$ cat config.mk
export PLATFORM = sky130hd
export DESIGN_NAME = elf64_image_validator_flat
export DESIGN_NICKNAME = d
export VERILOG_FILES = /design/src/elfv_pkg.sv /design/src/elfv_if.sv /design/src/elfv_hdr_check.sv /design/src/elfv_rec_check.sv /design/src/elf64_image_validator.sv /design/src/flat_wrapper.sv
export SDC_FILE = /design/constraint.sdc
export NUM_CORES = 2
export LEC_CHECK = 0
export BUFFER_PORTS_ARGS = -buffer_cell sky130_fd_sc_hd__buf_2
export CAP_MARGIN = 0
export CELL_PAD_IN_SITES_DETAIL_PLACEMENT = 1
export CELL_PAD_IN_SITES_GLOBAL_PLACEMENT = 2
export CORE_ASPECT_RATIO = 1.4
export CORE_MARGIN = 4
export CORE_UTILIZATION = 35
export DETAILED_ROUTE_END_ITERATION = 10
export PLACE_DENSITY = 0.88
export SLEW_MARGIN = 20
export SYNTH_ARGS = -nofsm -noshare
export SYNTH_HDL_FRONTEND = slang
export SYNTH_SLANG_ARGS = --single-unit
$ cat constraint.sdc
create_clock -name clk_i -period 8.2 [get_ports clk_i]
set_input_delay 1.64 -clock clk_i [delete_from_list [all_inputs] [get_ports clk_i]]
set_output_delay 1.64 -clock clk_i [all_outputs]
set_load 0.1 [all_outputs]
$ cat src/elfv_pkg.sv
// ----------------------------------------------------------------------------
// elfv_pkg
// Shared types, status codes and ELF constants for the ELF64 image validator.
// ----------------------------------------------------------------------------
package elfv_pkg;

  localparam int unsigned MAX_RECORDS = 1024;

  localparam int unsigned WORD_W     = 64;
  localparam int unsigned STATUS_W   = 5;
  localparam int unsigned IDX_W      = 10;
  localparam int unsigned CFG_IDX_W  = 1;
  localparam int unsigned CFG_DATA_W = 40;
  localparam int unsigned IMG_W      = 32;
  localparam int unsigned RAM_W      = 40;

  // Configuration register indexes.
  localparam logic [CFG_IDX_W-1:0] REG_IMAGE_BYTES = 1'd0;
  localparam logic [CFG_IDX_W-1:0] REG_GUEST_RAM   = 1'd1;

  // Item operations.
  localparam logic OP_HEADER = 1'b0;
  localparam logic OP_RECORD = 1'b1;

  // Status codes.
  localparam logic [STATUS_W-1:0] ST_OK      = 5'd0;
  localparam logic [STATUS_W-1:0] ST_ACCEPT  = 5'd1;
  localparam logic [STATUS_W-1:0] ST_SMALL   = 5'd2;
  localparam logic [STATUS_W-1:0] ST_MAGIC   = 5'd3;
  localparam logic [STATUS_W-1:0] ST_CLASS   = 5'd4;
  localparam logic [STATUS_W-1:0] ST_DATA    = 5'd5;
  localparam logic [STATUS_W-1:0] ST_VERSION = 5'd6;
  localparam logic [STATUS_W-1:0] ST_MACHINE = 5'd7;
  localparam logic [STATUS_W-1:0] ST_TYPE    = 5'd8;
  localparam logic [STATUS_W-1:0] ST_LAYOUT  = 5'd9;
  localparam logic [STATUS_W-1:0] ST_COUNT   = 5'd10;
  localparam logic [STATUS_W-1:0] ST_TABLE   = 5'd11;
  localparam logic [STATUS_W-1:0] ST_FILESZ  = 5'd12;
  localparam logic [STATUS_W-1:0] ST_FILE    = 5'd13;
  localparam logic [STATUS_W-1:0] ST_RAM     = 5'd14;
  localparam logic [STATUS_W-1:0] ST_NOLOAD  = 5'd15;
  localparam logic [STATUS_W-1:0] ST_NOENTRY = 5'd16;
  localparam logic [STATUS_W-1:0] ST_SEQ     = 5'd17;

  // ELF constants.
  localparam logic [31:0] ELF_MAGIC_WORD    = 32'h464C_457F;
  localparam logic [7:0]  ELFCLASS64        = 8'd2;
  localparam logic [7:0]  ELFDATA2LSB       = 8'd1;
  localparam logic [7:0]  VERSION_CURRENT_B = 8'd1;
  localparam logic [31:0] VERSION_CURRENT   = 32'd1;
  localparam logic [15:0] MACHINE_X86_64    = 16'd62;
  localparam logic [15:0] ET_EXEC           = 16'd2;
  localparam logic [31:0] PT_LOAD           = 32'd1;
  localparam int unsigned PF_X_BIT          = 0;
  localparam logic [15:0] EHDR_BYTES        = 16'd64;
  localparam logic [15:0] PHDR_BYTES        = 16'd56;

  typedef struct packed {
    logic              operation;
    logic [WORD_W-1:0] first_word;
    logic [WORD_W-1:0] second_word;
    logic [WORD_W-1:0] third_word;
    logic [WORD_W-1:0] fourth_word;
    logic [WORD_W-1:0] fifth_word;
  } item_t;

  typedef struct packed {
    logic [STATUS_W-1:0] status;
    logic                done_res;
    logic [WORD_W-1:0]   entry_address;
    logic [IDX_W-1:0]    record_index;
  } result_t;

  // Outcome of one program header check.
  typedef struct packed {
    logic                is_load;
    logic                covers_entry;
    logic [STATUS_W-1:0] err;
  } rec_chk_t;

endpackage

$ cat src/elfv_if.sv
// ----------------------------------------------------------------------------
// elfv_if
// Channel interfaces: input items, result items and configuration writes.
// ----------------------------------------------------------------------------
interface elfv_item_if;
  logic                        valid;
  logic                        ready;
  logic                        operation;
  logic [elfv_pkg::WORD_W-1:0] first_word;
  logic [elfv_pkg::WORD_W-1:0] second_word;
  logic [elfv_pkg::WORD_W-1:0] third_word;
  logic [elfv_pkg::WORD_W-1:0] fourth_word;
  logic [elfv_pkg::WORD_W-1:0] fifth_word;

  modport source (output valid, operation, first_word, second_word, third_word,
                  fourth_word, fifth_word, input ready);
  modport sink   (input valid, operation, first_word, second_word, third_word,
                  fourth_word, fifth_word, output ready);
endinterface

interface elfv_result_if;
  logic                          valid;
  logic                          ready;
  logic [elfv_pkg::STATUS_W-1:0] status;
  logic                          done_res;
  logic [elfv_pkg::WORD_W-1:0]   entry_address;
  logic [elfv_pkg::IDX_W-1:0]    record_index;

  modport source (output valid, status, done_res, entry_address, record_index,
                  input ready);
  modport sink   (input valid, status, done_res, entry_address, record_index,
                  output ready);
endinterface

interface elfv_cfg_if;
  logic                            valid;
  logic                            ready;
  logic [elfv_pkg::CFG_IDX_W-1:0]  index;
  logic [elfv_pkg::CFG_DATA_W-1:0] data;

  modport source (output valid, index, data, input ready);
  modport sink   (input valid, index, data, output ready);
endinterface

$ cat src/elfv_hdr_check.sv
// ----------------------------------------------------------------------------
// elfv_hdr_check
// Combinational check of the ELF64 file header words.
// ----------------------------------------------------------------------------
module elfv_hdr_check #(
  parameter int unsigned MaxRecords = elfv_pkg::MAX_RECORDS,
  localparam int unsigned CntW = $clog2(MaxRecords + 1)
) (
  input  logic [elfv_pkg::WORD_W-1:0]   first_word_i,
  input  logic [elfv_pkg::WORD_W-1:0]   second_word_i,
  input  logic [elfv_pkg::WORD_W-1:0]   fourth_word_i,
  input  logic [elfv_pkg::WORD_W-1:0]   fifth_word_i,
  input  logic [elfv_pkg::IMG_W-1:0]    image_bytes_i,
  output logic [elfv_pkg::STATUS_W-1:0] status_o,
  output logic [CntW-1:0]               count_o
);

  logic [15:0]                 n;
  logic [21:0]                 table_len;
  logic [elfv_pkg::WORD_W-1:0] img;
  logic [elfv_pkg::WORD_W-1:0] room;
  logic                        table_fits;

  assign n   = fifth_word_i[47:32];
  assign img = elfv_pkg::WORD_W'(image_bytes_i);

  // n * 56 as (n << 6) - (n << 3).
  assign table_len  = {n, 6'd0} - {3'd0, n, 3'd0};
  assign room       = img - fourth_word_i;
  assign table_fits = (fourth_word_i <= img) &&
                      (elfv_pkg::WORD_W'(table_len) <= room);
  assign count_o    = CntW'(n);

  always_comb begin
    priority if (image_bytes_i < elfv_pkg::IMG_W'(elfv_pkg::EHDR_BYTES)) begin
      status_o = elfv_pkg::ST_SMALL;
    end else if (first_word_i[31:0] != elfv_pkg::ELF_MAGIC_WORD) begin
      status_o = elfv_pkg::ST_MAGIC;
    end else if (first_word_i[39:32] != elfv_pkg::ELFCLASS64) begin
      status_o = elfv_pkg::ST_CLASS;
    end else if (first_word_i[47:40] != elfv_pkg::ELFDATA2LSB) begin
      status_o = elfv_pkg::ST_DATA;
    end else if (first_word_i[55:48] != elfv_pkg::VERSION_CURRENT_B ||
                 second_word_i[63:32] != elfv_pkg::VERSION_CURRENT) begin
      status_o = elfv_pkg::ST_VERSION;
    end else if (second_word_i[31:16] != elfv_pkg::MACHINE_X86_64) begin
      status_o = elfv_pkg::ST_MACHINE;
    end else if (second_word_i[15:0] != elfv_pkg::ET_EXEC) begin
      status_o = elfv_pkg::ST_TYPE;
    end else if (fifth_word_i[15:0] != elfv_pkg::EHDR_BYTES ||
                 fifth_word_i[31:16] != elfv_pkg::PHDR_BYTES) begin
      status_o = elfv_pkg::ST_LAYOUT;
    end else if (n == 16'd0 || n > 16'(MaxRecords)) begin
      status_o = elfv_pkg::ST_COUNT;
    end else if (!table_fits) begin
      status_o = elfv_pkg::ST_TABLE;
    end else begin
      status_o = elfv_pkg::ST_OK;
    end
  end

endmodule

$ cat src/elfv_rec_check.sv
// ----------------------------------------------------------------------------
// elfv_rec_check
// Combinational check of one program header against file and guest RAM.
// ----------------------------------------------------------------------------
module elfv_rec_check (
  input  logic [elfv_pkg::WORD_W-1:0] first_word_i,
  input  logic [elfv_pkg::WORD_W-1:0] offset_i,
  input  logic [elfv_pkg::WORD_W-1:0] paddr_i,
  input  logic [elfv_pkg::WORD_W-1:0] filesz_i,
  input  logic [elfv_pkg::WORD_W-1:0] memsz_i,
  input  logic [elfv_pkg::IMG_W-1:0]  image_bytes_i,
  input  logic [elfv_pkg::RAM_W-1:0]  guest_ram_bytes_i,
  input  logic [elfv_pkg::WORD_W-1:0] saved_entry_i,
  output elfv_pkg::rec_chk_t          chk_o
);

  logic [elfv_pkg::WORD_W-1:0] img;
  logic [elfv_pkg::WORD_W-1:0] ram;
  logic [elfv_pkg::WORD_W-1:0] file_room;
  logic [elfv_pkg::WORD_W-1:0] ram_room;
  logic [elfv_pkg::WORD_W-1:0] entry_off;
  logic                        fits_file;
  logic                        fits_ram;
  logic                        exec;

  assign img       = elfv_pkg::WORD_W'(image_bytes_i);
  assign ram       = elfv_pkg::WORD_W'(guest_ram_bytes_i);
  assign file_room = img - offset_i;
  assign ram_room  = ram - paddr_i;
  assign entry_off = saved_entry_i - paddr_i;
  assign fits_file = (offset_i <= img) && (filesz_i <= file_room);
  assign fits_ram  = (paddr_i <= ram) && (memsz_i <= ram_room);
  assign exec      = first_word_i[32 + elfv_pkg::PF_X_BIT];

  always_comb begin
    chk_o.is_load      = (first_word_i[31:0] == elfv_pkg::PT_LOAD);
    chk_o.covers_entry = exec && (saved_entry_i >= paddr_i) && (entry_off < memsz_i);
    priority if (!chk_o.is_load) begin
      chk_o.err = elfv_pkg::ST_OK;
    end else if (memsz_i < filesz_i) begin
      chk_o.err = elfv_pkg::ST_FILESZ;
    end else if (!fits_file) begin
      chk_o.err = elfv_pkg::ST_FILE;
    end else if (!fits_ram) begin
      chk_o.err = elfv_pkg::ST_RAM;
    end else begin
      chk_o.err = elfv_pkg::ST_OK;
    end
  end

endmodule

$ cat src/elf64_image_validator.sv
// ----------------------------------------------------------------------------
// elf64_image_validator
// Flow: a transaction accepted at the input is held in the input register,
// checked there, and its result is registered in the result register that
// drives the output. Throughput: one item per cycle; the input stalls only
// while both registers are full and the result is not taken.
// Reset: rst_ni clears the phase, per-image state, latched error and both
// configuration registers to zero; no clearing pass is needed.
// ----------------------------------------------------------------------------
module elf64_image_validator #(
  parameter int unsigned MaxRecords = elfv_pkg::MAX_RECORDS
) (
  input  logic          clk_i,
  input  logic          rst_ni,
  elfv_item_if.sink     item_i,
  elfv_cfg_if.sink      cfg_i,
  elfv_result_if.source result_o
);

  // Record counters must hold the largest table size.
  localparam int unsigned CntW = $clog2(MaxRecords + 1);

  // Phase codes of the image sequencer.
  localparam logic [1:0] PH_WAIT = 2'd0;
  localparam logic [1:0] PH_RECS = 2'd1;
  localparam logic [1:0] PH_DONE = 2'd2;

  // Configuration registers. Writes are always taken and act at once.
  logic [elfv_pkg::IMG_W-1:0] image_bytes_q;
  logic [elfv_pkg::RAM_W-1:0] guest_ram_q;

  assign cfg_i.ready = 1'b1;

  always_ff @(posedge clk_i or negedge rst_ni) begin
    if (!rst_ni) begin
      image_bytes_q <= '0;
      guest_ram_q   <= '0;
    end else if (cfg_i.valid) begin
      unique case (cfg_i.index)
        elfv_pkg::REG_IMAGE_BYTES: image_bytes_q <= cfg_i.data[elfv_pkg::IMG_W-1:0];
        elfv_pkg::REG_GUEST_RAM:   guest_ram_q   <= cfg_i.data[elfv_pkg::RAM_W-1:0];
        default: ;
      endcase
    end
  end

  // Pipeline handshake. The input register is refilled in the same cycle
  // that it hands its item to the result register, so a stalled consumer
  // only holds things up once both registers are full.
  logic              in_vld_q;
  elfv_pkg::item_t   in_q;
  logic              out_vld_q;
  elfv_pkg::result_t out_q;
  logic              out_free;
  logic              proc;
  logic              in_acc;

  assign out_free     = !out_vld_q || result_o.ready;
  assign proc         = in_vld_q && out_free;
  assign item_i.ready = !in_vld_q || out_free;
  assign in_acc       = item_i.valid && item_i.ready;

  always_ff @(posedge clk_i or negedge rst_ni) begin
    if (!rst_ni) begin
      in_vld_q <= 1'b0;
    end else if (in_acc) begin
      in_vld_q <= 1'b1;
    end else if (proc) begin
      in_vld_q <= 1'b0;
    end
  end

  always_ff @(posedge clk_i) begin
    if (in_acc) begin
      in_q.operation   <= item_i.operation;
      in_q.first_word  <= item_i.first_word;
      in_q.second_word <= item_i.second_word;
      in_q.third_word  <= item_i.third_word;
      in_q.fourth_word <= item_i.fourth_word;
      in_q.fifth_word  <= item_i.fifth_word;
    end
  end

  // Per-image state.
  logic [1:0]                    phase_q, phase_d;
  logic [elfv_pkg::WORD_W-1:0]   entry_q, entry_d;
  logic [CntW-1:0]               expected_q, expected_d;
  logic [CntW-1:0]               seen_q, seen_d;
  logic                          load_q, load_d;
  logic                          cover_q, cover_d;
  logic [elfv_pkg::STATUS_W-1:0] err_q, err_d;
  elfv_pkg::result_t             res_d;

  // Check units, both evaluated on the item sitting in the input register.
  logic [elfv_pkg::STATUS_W-1:0] hdr_status;
  logic [CntW-1:0]               hdr_count;
  elfv_pkg::rec_chk_t            rec_chk;

  elfv_hdr_check #(
    .MaxRecords (MaxRecords)
  ) u_hdr_check (
    .first_word_i  (in_q.first_word),
    .second_word_i (in_q.second_word),
    .fourth_word_i (in_q.fourth_word),
    .fifth_word_i  (in_q.fifth_word),
    .image_bytes_i (image_bytes_q),
    .status_o      (hdr_status),
    .count_o       (hdr_count)
  );

  elfv_rec_check u_rec_check (
    .first_word_i      (in_q.first_word),
    .offset_i          (in_q.second_word),
    .paddr_i           (in_q.third_word),
    .filesz_i          (in_q.fourth_word),
    .memsz_i           (in_q.fifth_word),
    .image_bytes_i     (image_bytes_q),
    .guest_ram_bytes_i (guest_ram_q),
    .saved_entry_i     (entry_q),
    .chk_o             (rec_chk)
  );

  logic [CntW-1:0] seen_inc;
  logic            last_rec;

  assign seen_inc = seen_q + CntW'(1);
  assign last_rec = (seen_inc >= expected_q);

  always_comb begin
    phase_d    = phase_q;
    entry_d    = entry_q;
    expected_d = expected_q;
    seen_d     = seen_q;
    load_d     = load_q;
    cover_d    = cover_q;
    err_d      = err_q;

    res_d.status        = elfv_pkg::ST_OK;
    res_d.done_res      = 1'b0;
    res_d.entry_address = '0;
    res_d.record_index  = '0;

    if (in_q.operation == elfv_pkg::OP_HEADER) begin
      if (phase_q == PH_RECS) begin
        // A header in the middle of a table ends the image.
        if (err_q == elfv_pkg::ST_OK) begin
          err_d = elfv_pkg::ST_SEQ;
        end
        phase_d        = PH_DONE;
        res_d.status   = err_d;
        res_d.done_res = 1'b1;
      end else begin
        // A fresh image starts; the per-image state is cleared or loaded from the header.
        entry_d = in_q.third_word;
        seen_d  = '0;
        load_d  = 1'b0;
        cover_d = 1'b0;
        if (hdr_status != elfv_pkg::ST_OK) begin
          expected_d     = '0;
          err_d          = hdr_status;
          phase_d        = PH_DONE;
          res_d.status   = hdr_status;
          res_d.done_res = 1'b1;
        end else begin
          expected_d = hdr_count;
          err_d      = elfv_pkg::ST_OK;
          phase_d    = PH_RECS;
        end
      end
    end else if (phase_q != PH_RECS) begin
      // A record without a header in front of it.
      if (err_q == elfv_pkg::ST_OK) begin
        err_d = elfv_pkg::ST_SEQ;
      end
      phase_d        = PH_DONE;
      res_d.status   = err_d;
      res_d.done_res = 1'b1;
    end else begin
      // Records after the first error are consumed without a check.
      if (err_q == elfv_pkg::ST_OK) begin
        load_d = load_q || rec_chk.is_load;
        if (rec_chk.err != elfv_pkg::ST_OK) begin
          err_d = rec_chk.err;
        end else begin
          cover_d = cover_q || (rec_chk.is_load && rec_chk.covers_entry);
        end
      end
      seen_d             = seen_inc;
      res_d.record_index = elfv_pkg::IDX_W'(seen_q);
      if (!last_rec) begin
        res_d.status   = err_d;
        res_d.done_res = (err_d != elfv_pkg::ST_OK);
      end else begin
        phase_d = PH_DONE;
        if (err_d == elfv_pkg::ST_OK) begin
          if (!load_d) begin
            err_d = elfv_pkg::ST_NOLOAD;
          end else if (!cover_d) begin
            err_d = elfv_pkg::ST_NOENTRY;
          end
        end
        res_d.done_res = 1'b1;
        if (err_d != elfv_pkg::ST_OK) begin
          res_d.status = err_d;
        end else begin
          res_d.status        = elfv_pkg::ST_ACCEPT;
          res_d.entry_address = entry_q;
        end
      end
    end
  end

  always_ff @(posedge clk_i or negedge rst_ni) begin
    if (!rst_ni) begin
      phase_q    <= PH_WAIT;
      entry_q    <= '0;
      expected_q <= '0;
      seen_q     <= '0;
      load_q     <= 1'b0;
      cover_q    <= 1'b0;
      err_q      <= elfv_pkg::ST_OK;
    end else if (proc) begin
      phase_q    <= phase_d;
      entry_q    <= entry_d;
      expected_q <= expected_d;
      seen_q     <= seen_d;
      load_q     <= load_d;
      cover_q    <= cover_d;
      err_q      <= err_d;
    end
  end

  // Result register.
  always_ff @(posedge clk_i or negedge rst_ni) begin
    if (!rst_ni) begin
      out_vld_q <= 1'b0;
    end else if (proc) begin
      out_vld_q <= 1'b1;
    end else if (result_o.ready) begin
      out_vld_q <= 1'b0;
    end
  end

  always_ff @(posedge clk_i) begin
    if (proc) begin
      out_q <= res_d;
    end
  end

  assign result_o.valid         = out_vld_q;
  assign result_o.status        = out_q.status;
  assign result_o.done_res      = out_q.done_res;
  assign result_o.entry_address = out_q.entry_address;
  assign result_o.record_index  = out_q.record_index;

endmodule
$ cat src/flat_wrapper.sv
// flat-port wrapper written by rule: the top's interface ports become plain ports
module elf64_image_validator_flat 
#(
  parameter int unsigned MaxRecords = elfv_pkg::MAX_RECORDS
)
  (clk_i, rst_ni, item_i_valid, item_i_operation, item_i_first_word, item_i_second_word, item_i_third_word, item_i_fourth_word, item_i_fifth_word, item_i_ready, cfg_i_valid, cfg_i_index, cfg_i_data, cfg_i_ready, result_o_valid, result_o_status, result_o_done_res, result_o_entry_address, result_o_record_index, result_o_ready);
  elfv_item_if item_i_i ();
  elfv_cfg_if cfg_i_i ();
  elfv_result_if result_o_i ();
  input  logic clk_i;
  input  logic rst_ni;
  input wire logic [$bits(item_i_i.valid)-1:0] item_i_valid;
  input wire logic [$bits(item_i_i.operation)-1:0] item_i_operation;
  input wire logic [$bits(item_i_i.first_word)-1:0] item_i_first_word;
  input wire logic [$bits(item_i_i.second_word)-1:0] item_i_second_word;
  input wire logic [$bits(item_i_i.third_word)-1:0] item_i_third_word;
  input wire logic [$bits(item_i_i.fourth_word)-1:0] item_i_fourth_word;
  input wire logic [$bits(item_i_i.fifth_word)-1:0] item_i_fifth_word;
  output wire logic [$bits(item_i_i.ready)-1:0] item_i_ready;
  input wire logic [$bits(cfg_i_i.valid)-1:0] cfg_i_valid;
  input wire logic [$bits(cfg_i_i.index)-1:0] cfg_i_index;
  input wire logic [$bits(cfg_i_i.data)-1:0] cfg_i_data;
  output wire logic [$bits(cfg_i_i.ready)-1:0] cfg_i_ready;
  output wire logic [$bits(result_o_i.valid)-1:0] result_o_valid;
  output wire logic [$bits(result_o_i.status)-1:0] result_o_status;
  output wire logic [$bits(result_o_i.done_res)-1:0] result_o_done_res;
  output wire logic [$bits(result_o_i.entry_address)-1:0] result_o_entry_address;
  output wire logic [$bits(result_o_i.record_index)-1:0] result_o_record_index;
  input wire logic [$bits(result_o_i.ready)-1:0] result_o_ready;
  assign item_i_i.valid = item_i_valid;
  assign item_i_i.operation = item_i_operation;
  assign item_i_i.first_word = item_i_first_word;
  assign item_i_i.second_word = item_i_second_word;
  assign item_i_i.third_word = item_i_third_word;
  assign item_i_i.fourth_word = item_i_fourth_word;
  assign item_i_i.fifth_word = item_i_fifth_word;
  assign item_i_ready = item_i_i.ready;
  assign cfg_i_i.valid = cfg_i_valid;
  assign cfg_i_i.index = cfg_i_index;
  assign cfg_i_i.data = cfg_i_data;
  assign cfg_i_ready = cfg_i_i.ready;
  assign result_o_valid = result_o_i.valid;
  assign result_o_status = result_o_i.status;
  assign result_o_done_res = result_o_i.done_res;
  assign result_o_entry_address = result_o_i.entry_address;
  assign result_o_record_index = result_o_i.record_index;
  assign result_o_i.ready = result_o_ready;
  elf64_image_validator #(.MaxRecords(MaxRecords)) u_core (.clk_i(clk_i), .rst_ni(rst_ni), .item_i(item_i_i), .cfg_i(cfg_i_i), .result_o(result_o_i));
endmodule
Yosys cells after proc, flatten, opt, wreduce, memory -nomap -nowiden
Cells that the tools add are included.

Flip-flop bits (word level): 562. Input port bits: 367. Output and inout bits: 83. Word-level logic and storage cells: 152.

$add $sub $neg: 6. Order comparisons: 12. Eq/ne operators: 15. Muxes and demuxes: 61. Bitwise gates (word level): 4. Reductions and logical operators: 33.

Operators with widths (number): $le A64 B32 Y1 (2); $le A64 B64 Y1 (2); $lt A64 B64 Y1 (2); $sub A32 B64 Y64 (2); $mux W5 (17); $ge A64 B64 Y1 (1); $le A22 B64 Y1 (1); $le A64 B40 Y1 (1); $sub A40 B64 Y64 (1); $sub A64 B64 Y64 (1); $mux W4 (15); $mux W11 (4); $eq A32 B1 Y1 const B (1); $lt A32 B7 Y1 const B (1); $ne A16 B6 Y1 const B (2); $ne A32 B1 Y1 const B (1); $ne A32 B31 Y1 const B (1); $mux W6 (4); $sub A22 B19 Y22 (1); $reduce_bool A5 Y1 (4); $gt A16 B11 Y1 const B (1); $logic_not A16 Y1 (1); $mux W1 (16); $ne A16 B2 Y1 const B (1); 20 further kinds (48).

Depth between registers and ports, before layout
Depth in word-level cells: 23. Mapped depth: 30. Mapped depth without buffers: 27.

Modules after synthesis
From an unflattened synthesis, not the netlist that was laid out.

Cells, all modules: 3812. Area, all modules: 39188.8 µm².

Modules (own cells, without submodules): elf64_image_validator (times used 1, cells an instance 1020, area each 19722.7 µm², seq. area each 16270.6 µm²); elfv_rec_check (times used 1, cells an instance 2063, area each 14741.6 µm², seq. area each 0.0 µm²); elfv_hdr_check (times used 1, cells an instance 729, area each 4724.5 µm², seq. area each 0.0 µm²).

Least setup slack after synthesis
No wires, ideal clock.

Path type: input-to-reg. Start point: input port result_o_ready. End point: register u_core.in_q[0] (netlist name), enable pin. Library setup time: 712 ps. Data arrival time: 9595 ps. Required time: 7488 ps. Setup slack: -2107 ps. Stages on the path: 2. Buffers on the path: 0. Cell sequence: nand3b_1 -> and2_1.

Longest elaborated chain between the ends: 3.

RTL lines: start: declaration (line flat_wrapper.sv:29) `input wire logic [$bits(result_o_i.ready)-1:0] result_o_ready;`; $logic_or A1 B1 Y1 (line elf64_image_validator.sv:58) `assign out_free = !out_vld_q || result_o.ready;`; $logic_or A1 B1 Y1 (line elf64_image_validator.sv:60) `assign item_i.ready = !in_vld_q || out_free;`; $logic_and A1 B1 Y1 (line elf64_image_validator.sv:61) `assign in_acc = item_i.valid && item_i.ready;`; named net u_core.in_acc (line elf64_image_validator.sv:56) `logic in_acc;`; end: declaration (line elf64_image_validator.sv:51) `elfv_pkg::item_t in_q;`.

The timed path passes the listed nets, and every way through them passes these cells. A chain may end at the register's enable or synchronous reset.

==> flow_summary.yaml <==
status:
  status: "completed"
setup_path:
  cp-start-kind: "register"
  path_class: "reg -> reg"
  cp.arrival_ps: 7860
  path_max_fanout: 65
  slowest_stage: "a2111oi_0"
  critPathCaptureType: "register"
  required_ps: 8590
  slowest_delay_ps: 630
timing:
  relSlewSlack: 0.278
  fin_skew_ps: 22.1
  hold_viol_final: 0
  rsz0062_at_grt: "false"
  period_share: 0.911
  tightestPinTransition_ps: 1080
  period_needed_ps: 7470
  setup_violations: 0
  tns_ps: 0
  timing.final.max_slew_violations: 0
  setup_ws_ps: 728
  max_clock_freq_mhz: 134
place:
  dpl.cell_count: 5787
  place_area_um2: 42900
  hpwl_um: 120000
  io_buffer_count: 440
  routabilityCongestion: 0.962
  post-place-ws_ps: 731
yosys:
  ys_seq_elements: 562
  synthCells: 3942
  async_reset_ff_frac: 0.301
  yosys.area_share.simple: 0.164
  synth_top_area_share: 0.303
  synth-compound-area-share: 0.161
  synth_top_area_cell: "edfxtp_1"
  synth_top_family_by_area: "simple AND/OR/NAND/NOR gates"
  synth_xor_area_frac: 0.0501
  ys_warn_count: 0
  ys.flop_type: "edfxtp_1"
  synth_mux_area_frac: 0.0231
  synth.area.top_cells: "edfxtp_1 30%, ha_1 15%, dfrtp_1 11%"
  synth_adder_area_share: 0.152
  synth_edf_count: 393
  mappedNetlistArea_um2: 39000
  yosysSeqAreaShare: 0.411
  avgSynthCellArea_um2: 9.89
  synth_nets: 4781
  yosysUniqueCellTypes: 100
clock_network:
  clkLatencyLatePin_ps: 660
  h-tree-depth: 2
  cts_tree: "yes"
  hold_buffers: 0
  path_clk_slew_ps: 80
  cts_setup_buffers: 0
  cts.sinks: 562
  numCtsBuffers: 59
  root_buffer: "clkbuf_16"
  postCtsResizedCells: 0
  cts_max_path_buffers: 3
floorplanning:
  core_um2: 110000
  die_w_um: 290
  row_count: 144
  ios: 450
  start_util: 0.354
  dieArea_um2: 117000
  die_h_um: 403
global_routing:
  grt_overflow_total: 0
  grt_pass1_wl_um: 216000
  grt_pass1_vias: 35300
  grt_use_total: 0.240
  antenna_found_initial: 20
  grt_start_max_net_pins: 155
cells_and_area:
  drive_gt1_frac: 0.156
  fin_area_um2: 45100
  instances_no_fill: 5914
  fin_nets: 5228
  area_delta_synth_final_pct: 15.5
power:
  peakVddDrop_mv: 0.166
  finalPower_uw: 10200
  p_leak_uw: 0.0196
  power_density_nw_per_um2: 227
job:
  maxCapViolCount: 0
drt:
  dr.pass1.iters: 5
  drt_iter0_drc: 1735
  ant_nets: 0
  viasPerCell: 5.57
  post_drt_wl_per_cell_um: 24.7
  vias: 33000
  wirelength_um: 146000
  drcViolationCount: 0
min_path:
  hold_class: "reg -> reg"
-- per-layer routing --
layer / share of wire / track usage
met1: 0.40 / 0.281
met4: 0.068 / 0.144
met2: 0.50 / 0.428
met3: 0.035 / 0.0227
met5: 0 / 0
-- cells by family after synthesis --
family,count (synthesis)
AOI/OAI and AO/OA,977
xor gates and xnor gates,223
adders and majority gates,472
buffers and inverters,389
DFF,562
muxes,81
other,1
and+or+nand+nor,1237
-- worst max-delay path, delay by kind of cell, from the launching register on --
family                     cells  cell delay (ps)
xor gates and xnor gates       1               90
adders and majority gates      3              900
AOI/OAI and AO/OA             10             2910
buffers and inverters          5              550
and+or+nand+nor                9             2310
DFF                            1              390
-- area by class of cell --
cell class	count	area, um2
well taps	1460	1830
clock buffers	69	1530
clock inverters	43	523
inverters	310	1160
repair buffers	465	2450
fillers	12700	65200
diodes	14	35.0
multi-input cells	2991	21500
flip-flops and latches	562	16000
-- power by group --
group          switching, uW  internal [uW]  leakage, uW
clock network           1230           1640     0.000979
registers                289           3320      0.00589
logic                   2310           1430       0.0127
-- registers in the layout (all words and copies together), names as in the netlist --
register and cells:
u_core.err_q 5, u_core.phase_q 2, u_core.result_o.done_res 1, u_core.in_vld_q 1, u_core.expected_q 11, u_core.result_o.record_index 10, u_core.entry_q 64, u_core.in_q 313
u_core.result_o.entry_address 64, u_core.load_q 1, u_core.seen_q 11, u_core.cover_q 1, u_core.image_bytes_q 32, u_core.guest_ram_q 40, u_core.result_o.status 5, u_core.result_o.valid 1
-- metrics by stage --
stage | hold slack, ps | util
finish | 491 | 0.409
global route | 521 | 0.409
CTS | 492 | 0.408
detailed placement | 480 | 0.389
global placement | 471 | 0.389
floorplan | 459 | -
-- synth_stat cells, types with 8 or more instances --
cell type,n
a2111oi_0,10
a211oi_1,42
a21boi_0,17
a21o_1,119
a21oi_1,285
a221oi_1,11
a31o_2,9
a31oi_1,27
a41oi_1,10
and2_1,87
and3_1,36
and4_1,14
buf_2,9
clkbuf_1,59
dfrtp_1,169
edfxtp_1,393
ha_1,469
inv_1,309
mux2_2,72
mux2i_1,9
nand2_1,301
nand2b_1,35
nand3_1,99
nand3b_1,8
nand4_1,141
nor2_1,228
nor2b_1,28
nor3_1,86
nor4_1,79
nor4b_1,8
o2111ai_1,13
o211ai_1,17
o21a_1,27
o21ai_0,233
o21bai_1,32
o31ai_1,17
or2_2,21
or3_1,18
or4_1,12
xnor2_1,136
xor2_1,87
-- cell usage in the layout, fill, tap and decap left out, types with 35 or more instances in the layout --
cell	synthesis	final
ha_1	469	469
buf_2	9	439
edfxtp_1	393	393
inv_1	309	309
nand2_1	301	299
a21oi_1	285	285
o21ai_0	233	233
nor2_1	228	228
dfrtp_1	169	169
nand4_1	141	141
xnor2_1	136	136
a21o_1	119	119
nand3_1	99	99
xor2_1	87	87
nor3_1	86	86
and2_1	87	86
nor4_1	79	78
mux2_2	72	72
clkbuf_16	0	59
a211oi_1	42	42
and3_1	36	36
nand2b_1	35	35
-- worst paths after layout --
path	from	end	cells past startpoint	slack, ps
min	u_core.seen_q[10]$_DFFE_PN0P_	u_core.seen_q[10]$_DFFE_PN0P_	2	490
min in group asynchronous	rst_ni	u_core.image_bytes_q[11]$_DFFE_PN0P_	1	980
max	u_core.entry_q[0]$_DFFE_PN0P_	u_core.result_o.status[0]$_DFFE_PP_	28	730
min reg2reg	u_core.seen_q[10]$_DFFE_PN0P_	u_core.seen_q[10]$_DFFE_PN0P_	2	490
max reg2reg	u_core.entry_q[0]$_DFFE_PN0P_	u_core.result_o.status[0]$_DFFE_PP_	28	730
max in group asynchronous	rst_ni	u_core.seen_q[9]$_DFFE_PN0P_	2	5750
Note: power is estimated with default switching activity, not from simulation.
